### config.mk
export PLATFORM = sky130hd
export DESIGN_NAME = tpob_front
export DESIGN_NICKNAME = d
export VERILOG_FILES = /design/src/rtl/core/tpob_pkg.sv /design/src/rtl/core/tpob_front.sv
export VERILOG_INCLUDE_DIRS = /design/src /design/src/rtl/core
export SDC_FILE = /design/constraint.sdc
export NUM_CORES = 1
export LEC_CHECK = 0
export BUFFER_PORTS_ARGS = -buffer_cell sky130_fd_sc_hd__buf_2
export CAP_MARGIN = 20
export CORE_MARGIN = 1
export CORE_UTILIZATION = 49
export CTS_CLUSTER_SIZE = 8
export DETAILED_ROUTE_END_ITERATION = 6
export PLACE_DENSITY = 0.89
export SLEW_MARGIN = 5
export SYNTH_ARGS = -nofsm -noshare
export SYNTH_HDL_FRONTEND = slang
export SYNTH_SLANG_ARGS = --single-unit
### constraint.sdc
create_clock -name clk_i -period 3.05 [get_ports clk_i]
set_input_delay 0.1525 -clock clk_i [delete_from_list [all_inputs] [get_ports clk_i]]
set_output_delay 0.1525 -clock clk_i [all_outputs]
set_load 0.005 [all_outputs]
### src/rtl/core/two_pass_otsu_binarizer_macros.svh
// Assertion helpers shared by the RTL modules.
`ifndef TWO_PASS_OTSU_BINARIZER_MACROS_SVH
`define TWO_PASS_OTSU_BINARIZER_MACROS_SVH

// Check a property on every rising edge of clk_i while out of reset.
`define TPOB_ASSERT(lbl, prop, msg) \
  lbl: assert property (@(posedge clk_i) disable iff (!rst_ni) (prop)) else $error(msg);

// Check an implication on every rising edge of clk_i while out of reset.
`define TPOB_ASSERT_IMP(lbl, pre, post, msg) \
  lbl: assert property (@(posedge clk_i) disable iff (!rst_ni) (pre) |-> (post)) else $error(msg);

`endif

### src/rtl/core/tpob_pkg.sv
`default_nettype none
package tpob_pkg;

  localparam int unsigned GRAY_LEVELS = 256;
  localparam int unsigned COUNT_WIDTH = 16;
  localparam int unsigned COORD_WIDTH = 8;
  localparam int unsigned PIX_W       = 8;
  localparam int unsigned MODE_W      = 2;
  localparam logic [PIX_W-1:0] MID_LEVEL    = 8'd128;
  localparam logic [PIX_W-1:0] RESET_THRESH = 8'd128;

  localparam logic [MODE_W-1:0] MODE_SAMPLE   = 2'd0;
  localparam logic [MODE_W-1:0] MODE_COMPUTE  = 2'd1;
  localparam logic [MODE_W-1:0] MODE_CLASSIFY = 2'd2;
  localparam logic [MODE_W-1:0] MODE_UNUSED   = 2'd3;

  localparam logic KIND_THRESH = 1'b0;
  localparam logic KIND_PIXEL  = 1'b1;

  typedef enum logic [1:0] {
    OP_SAMPLE,
    OP_COMPUTE,
    OP_CLASSIFY
  } op_e;

  typedef struct packed {
    op_e              op;
    logic [PIX_W-1:0] pixel;
  } cmd_t;

  typedef struct packed {
    logic valid;
    cmd_t cmd;
  } queue_t;

endpackage
`default_nettype wire

### src/rtl/core/tpob_front.sv
`default_nettype none
`include "two_pass_otsu_binarizer_macros.svh"
module tpob_front #(
  parameter int unsigned CoordWidth = tpob_pkg::COORD_WIDTH
) (
  input  wire logic                        clk_i,
  input  wire logic                        rst_ni,
  input  wire logic                        start_i,
  output logic                             busy_o,
  input  wire logic [tpob_pkg::MODE_W-1:0] mode_i,
  input  wire logic [tpob_pkg::PIX_W-1:0]  pixel_value_i,
  input  wire logic [CoordWidth-1:0]       x_pos_i,
  input  wire logic [CoordWidth-1:0]       y_pos_i,
  output tpob_pkg::queue_t                 queue_o,
  input  wire logic                        pop_i
);

  tpob_pkg::cmd_t mem_q [2];
  logic           wptr_q, rptr_q;
  logic [1:0]     count_q;
  logic           keep;
  logic           push;
  tpob_pkg::cmd_t cmd;

  always_comb begin
    cmd.pixel = pixel_value_i;
    cmd.op    = tpob_pkg::OP_SAMPLE;
    keep      = 1'b0;
    case (mode_i)
      tpob_pkg::MODE_SAMPLE: begin
        cmd.op = tpob_pkg::OP_SAMPLE;
        keep   = !x_pos_i[0] && !y_pos_i[0];
      end
      tpob_pkg::MODE_COMPUTE: begin
        cmd.op = tpob_pkg::OP_COMPUTE;
        keep   = 1'b1;
      end
      tpob_pkg::MODE_CLASSIFY: begin
        cmd.op = tpob_pkg::OP_CLASSIFY;
        keep   = 1'b1;
      end
      default: begin
        keep = 1'b0;
      end
    endcase
  end

  assign busy_o        = (count_q == 2'd2);
  assign push          = start_i && !busy_o && keep;
  assign queue_o.valid = (count_q != 2'd0);
  assign queue_o.cmd   = mem_q[rptr_q];

  always_ff @(posedge clk_i or negedge rst_ni) begin
    if (!rst_ni) begin
      wptr_q  <= 1'b0;
      rptr_q  <= 1'b0;
      count_q <= 2'd0;
    end else begin
      if (push) begin
        wptr_q <= ~wptr_q;
      end
      if (pop_i) begin
        rptr_q <= ~rptr_q;
      end
      count_q <= count_q + {1'b0, push} - {1'b0, pop_i};
    end
  end

  always_ff @(posedge clk_i) begin
    if (push) begin
      mem_q[wptr_q] <= cmd;
    end
  end

  `TPOB_ASSERT(a_count_bound, count_q <= 2'd2, "queue count out of range")
  `TPOB_ASSERT_IMP(a_pop_nonempty, pop_i, count_q != 2'd0, "pop from empty queue")
  `TPOB_ASSERT_IMP(a_full_no_push, busy_o, !push, "push into full queue")

endmodule
`default_nettype wire

Word level (Yosys, flattened, before mapping)
Memory sizes are Yosys's and may differ from the RTL's. Index checks and enable logic that the tools add are counted.

Register bits: 4. Output and inout port bits: 12. Bits in writable memories: 20. Logic and storage cells: 24. Memories: 1. Bits of input ports: 30.

Memory list: mem_q (words 2, bits a word 10, rd ports 1, clocked after memory_dff 0, write ports 1, RTL line tpob_front.sv:18) `tpob_pkg::cmd_t mem_q [2];`.

Bitwise logic cells: 2. Muxes and demuxes: 4. Equal/unequal tests: 3. Reduce and logical (&&, ||, !) cells: 9. Add/sub/neg operators: 2.

Operator list (number): equality test 2 bit, second input constant (2); case mux 2 bit (2 select lines) (1); logical AND 1 bit (3); zero test 1 bit (3); adder 2 x 1 -> 2 bit (1); equality test 2 x 1 -> 1 bit, second input constant (1); zero test 2 bit (1); two-way mux 1 bit (2); NOT 1 bit (2); case mux 1 bit (2 select lines) (1); nonzero test 2 bit (1); OR reduction 2 bit (1); subtractor 2 x 1 -> 2 bit (1).

Longest topological paths before layout
Word-level depth: 6. Gate-level depth with buffers: 9. Depth with buffers taken out: 9.

Least setup slack after synthesis
OpenSTA, ideal clock, no wires.

Kind: in2reg. Start point: input port mode_i[0] in the netlist's numbering. End point: register count_q[1]. Required time: 2.927 ns. Library setup time: 0.123 ns. Path buffers: 0. Slack: 1.498 ns. Arrival: 1.429 ns. Cell stages on the path: 9. Cells stage by stage: inv_1 -> ha_1 -> nor3b_2 -> o2111ai_4 -> ha_1 -> inv_1 -> ha_1 -> xnor2_1 -> xnor2_1.

Cells in the longest elaborated chain, start to end: 6. Elaborated cells between the ends (all ways): 8. Those cells by class: add/sub (2); eq/ne (2); mux (1); reduce/logical (3).

RTL lines: from (decl) (RTL line tpob_front.sv:10) `input wire logic [tpob_pkg::MODE_W-1:0] mode_i,`; equality test 2 bit / equality test 2 x 1 -> 1 bit (equally long branches) (RTL line tpob_front.sv:29) `case (mode_i)`; OR reduction 2 bit (no source line); case mux 1 bit (2 select lines) (*) (RTL line tpob_front.sv:29); logical AND 1 bit (*) (RTL line tpob_front.sv:49) `assign push = start_i && !busy_o && keep;`; adder 2 x 1 -> 2 bit (*) (RTL line tpob_front.sv:65) `count_q <= count_q + {1'b0, push} - {1'b0, pop_i};`; subtractor 2 x 1 -> 2 bit (*) (RTL line tpob_front.sv:65); to (signal assigned) (RTL line tpob_front.sv:65); to (decl) (RTL line tpob_front.sv:20) `logic [1:0] count_q;`.

Mark *: on every way between the ends. The rest lies on a longest branch, timed or not. A chain may end at the register's enable or synchronous reset.

Final worst setup path
Start point: register count_q[1]. End point: memory mem_q[0][2] in the netlist's numbering, enable pin.

Cells in the longest elaborated chain, start to end: 6.

RTL lines: equality test 2 bit (RTL line tpob_front.sv:48) `assign busy_o = (count_q == 2'd2);`; zero test 1 bit (RTL line tpob_front.sv:49); logical AND 1 bit (2 in series) (RTL line tpob_front.sv:49); two-way mux 1 bit (RTL line tpob_front.sv:70) `if (push) begin`; two-way mux 1 bit (not written as such) (RTL line tpob_front.sv:71) `mem_q[wptr_q] <= cmd;`; to (decl) (RTL line tpob_front.sv:18).

No other way between the ends.

==> results by group <==
Die
  • Placeable core area: 0.001942 mm2
  • Die X-Extent: 47.45 um
  • Std-Cell Rows: 16
  • Die outline height: 47.45 um
  • Effective utilization at floorplan: 0.5213
  • DIE AREA: 0.002252 mm2
  • Number of primary I/O pins: 42

Synth
  • Cell area after synthesis: 0.001012 mm2
  • Number of distinct standard cells referenced by the synthesized netlist: 14
  • Total nets after synthesis: 93
  • Top post-synthesis cells by area: edfxtp_1, mux2_2, dfrtp_1
  • Yosys warning count: 0
  • FF+latch count, synth: 24
  • Sequential element share of the synthesized area: 0.6922
  • Fraction of synthesized cell area taken by the top area cell type: 0.5933
  • Cell taking the most area after synthesis: edfxtp_1
  • Syn_area_per_cell: 17.76 um2
  • Post-synthesis instance total: 57

Detailed routing
  • Wire length per cell after detailed routing: 13.68 um
  • Routed via count divided by cell count: 4.887
  • Starting DRC count in detailed routing: 4
  • Total iterations of the first detailed-routing run: 4
  • Via total after detailed routing: around 560
  • Post-DRT Antenna Nets: 0
  • # DRC: 0
  • Overall routed net length: 1.573 mm

Setup path
  • Slowest cell delay on critical path: between 600 and 700 ps
  • Sort of element at the end of the critical path: flop
  • CP Depth: 3
  • Worst setup path class: reg2reg
  • Series of cell instances along the critical path: nand2b_1, o2111ai_4, nor2_1
  • Cell type group with the largest total delay on the critical path: simple AND/OR/NAND/NOR gates
  • Largest fanout of any net on the critical path: 10
  • Required time of the critical path: 3010 ps
  • Critical path arrival: 1730 ps
  • Register-to-Register Setup Slack: 1280 ps
  • Number of cells on the worst reg-to-reg path: 3
  • Crit path buf inv count: 0
  • Cell with the largest stage delay on the worst path: nor2_1
  • Startpoint type of the worst setup path: flop

STA
  • FMAX: 565.5 MHz
  • Final Setup Violations: 0
  • Post-route worst hold slack: 15.73 ps
  • Count of pins over their slew limit: 0
  • Hold Vio Cnt, Final: 0
  • Worst-case setup margin in the final layout: 1282 ps
  • Clock skew: 4.780 ps
  • Clock period minus final worst setup slack: between 1500 and 2000 ps
  • Relative slew slack: 0.4187
  • Setup_tns: 0 ps
  • Setup repair after global routing missed its margin: false
  • Slew at the pin closest to its max-slew limit: 868.8 ps
  • Final period util: 0.5798

Finish
  • Area added between synthesis and finish: 22.13%
  • Final instance area: 0.001236 mm2
  • Layout fillers: 158
  • Fraction of final layout cells with drive strength greater than 1: 0.4886
  • Final net count: 125
  • Antenna fix cells: 0

Global routing
  • Initial antenna violation count: 0
  • GRT Overall Usage: 0.1533
  • Total overflow reported by the global router: 0
  • Maximum number of pins on one net before global-route repair: 15
  • Via count of the first global-routing pass: 534
  • First-pass GRT wire length: between 2 and 2.5 mm

Placement
  • Post-DP HPWL: 1.131 mm
  • Routability-driven placement congestion ratio: between 0.6 and 0.7
  • DP Area: 0.001174 mm2
  • Port bufs: 27
  • Pre-CTS setup slack: 1024 ps

Pwr
  • Cell Pwr Density: 754.5 mW/mm2
  • Sum of internal, switching and leakage power: ~930 uW
  • P_int: 687.8 uW
  • P_sw: 244.9 uW
  • Clock network fraction of total power: 0.245
  • Combinational Power Share: 0.253
  • Max VDD drop: roughly 0.00043 V
  • Sw frac: 0.2626
  • LEAKAGE: 0.5099 nW
  • Proportion of power drawn by flip-flops and latches: 0.502

Run status
  • Result of the run: complete, no violations

Worst hold path
  • WHS Path Cells: 1
  • Worst min-delay path class: in2reg

Clock tree
  • Maximum buffer depth of the clock tree: 2
  • Clock transition at the register clock pins on the worst setup and hold paths after CTS: 130 ps
  • Post-CTS Repair Setup Buffers: 0
  • Number of buffers created by CTS: 3
  • H-tree level count: 1
  • Sink count of the clock tree: 24
  • Cell at the root of the clock tree: clkbuf_4
  • TritonCTS clock tree: yes
  • Skew-Pair Late Insertion Delay: 320 ps

Run
  • Number of maximum-capacitance constraint violations: 0
## registers in the layout, summed over array words and instances (netlist names)
signal	flops
mem_q	20
wptr_q	1
count_q	2
rptr_q	1
## layout by cell type (no fill, tap or decap), types with 2 or more instances in the layout
cell type | netlist | layout
buf_2 | 0 | 27
edfxtp_1 | 20 | 20
mux2_2 | 9 | 9
inv_1 | 6 | 6
ha_1 | 6 | 6
dfrtp_1 | 4 | 4
xnor2_1 | 3 | 3
clkbuf_4 | 0 | 3
nor2_1 | 2 | 2
## worst paths after layout
kind | startpoint | to
max | count_q[1] | mem_q[0][2]
min | pixel_value_i[3] | mem_q[0][3]
max reg2reg | count_q[1] | mem_q[0][2]
min reg2reg | count_q[1] | count_q[1]
max in group asynchronous | rst_ni | wptr_q
min in group asynchronous | rst_ni | count_q[0]
## final cells by class
| type | count | area [um2] | area share |
|---|---|---|---|
| Sequential cell | 24 | 700.7 | 0.5668 |
| Tap cell | 27 | 33.78 | 0.02733 |
| Multi-Input combinational cell | 26 | 281.5 | 0.2277 |
| Timing Repair Buffer | 28 | 145.1 | 0.1174 |
| Clock inverter | 1 | 30.03 | 0.02429 |
| Clock buffer | 3 | 22.52 | 0.01822 |
| Inverter | 6 | 22.52 | 0.01822 |
## timing repair
action                                 4_1_cts  5_1_grt
gates resized for setup                      0        0
hold buffers                                 1        0
endpoints found under the hold margin        4        0
## power groups by stage
stage | clock [mW] | sequential (mW) | combinational [mW]
after floorplan | 0 | 0.443 | 0.177
after global placement | 0 | 0.472 | 0.225
after detailed placement | 0 | 0.476 | 0.239
after CTS | 0.231 | 0.471 | 0.240
after global routing | 0.241 | 0.477 | 0.263
final | 0.229 | 0.468 | 0.236
## through the flow
stage / utilization / cells
finish: 0.6366 / 115
global route: 0.6366 / 115
CTS: 0.6366 / 115
detailed placement: 0.6044 / 110
global placement: 0.6044 / 110
floorplan: - / 57
## Yosys cell counts
cell type  number
mux2_2          9
xor2_1          1
or2_2           1
nor2_1          2
ha_1            6
xnor2_1         3
nand2b_1        1
mux2_1          1
nor3b_2         1
inv_1           6
dfrtp_1         4
o2111ai_4       1
edfxtp_1       20
buf_4           1
## routing by layer
metal	share of wire	routed length (um)	GRT usage
met1	0.37	583	0.1624
met2	0.57	891	0.2685
met3	0.046	73	0.03774
met4	0.016	25	0.1029
met5	0	0	0
## logic make-up (layout without fill, tap and decap cells)
logic type	count (synthesis)	after routing	share of synthesized area
simple gates	5	5	0.03215
xor+xnor	4	4	0.03462
mux	10	10	0.1113
flops	24	24	0.6922
buf+inv	7	38	0.02967
compound gates	1	1	0.02596
fa+ha+maj	6	6	0.07416
(Power assumes the default switching activity.)
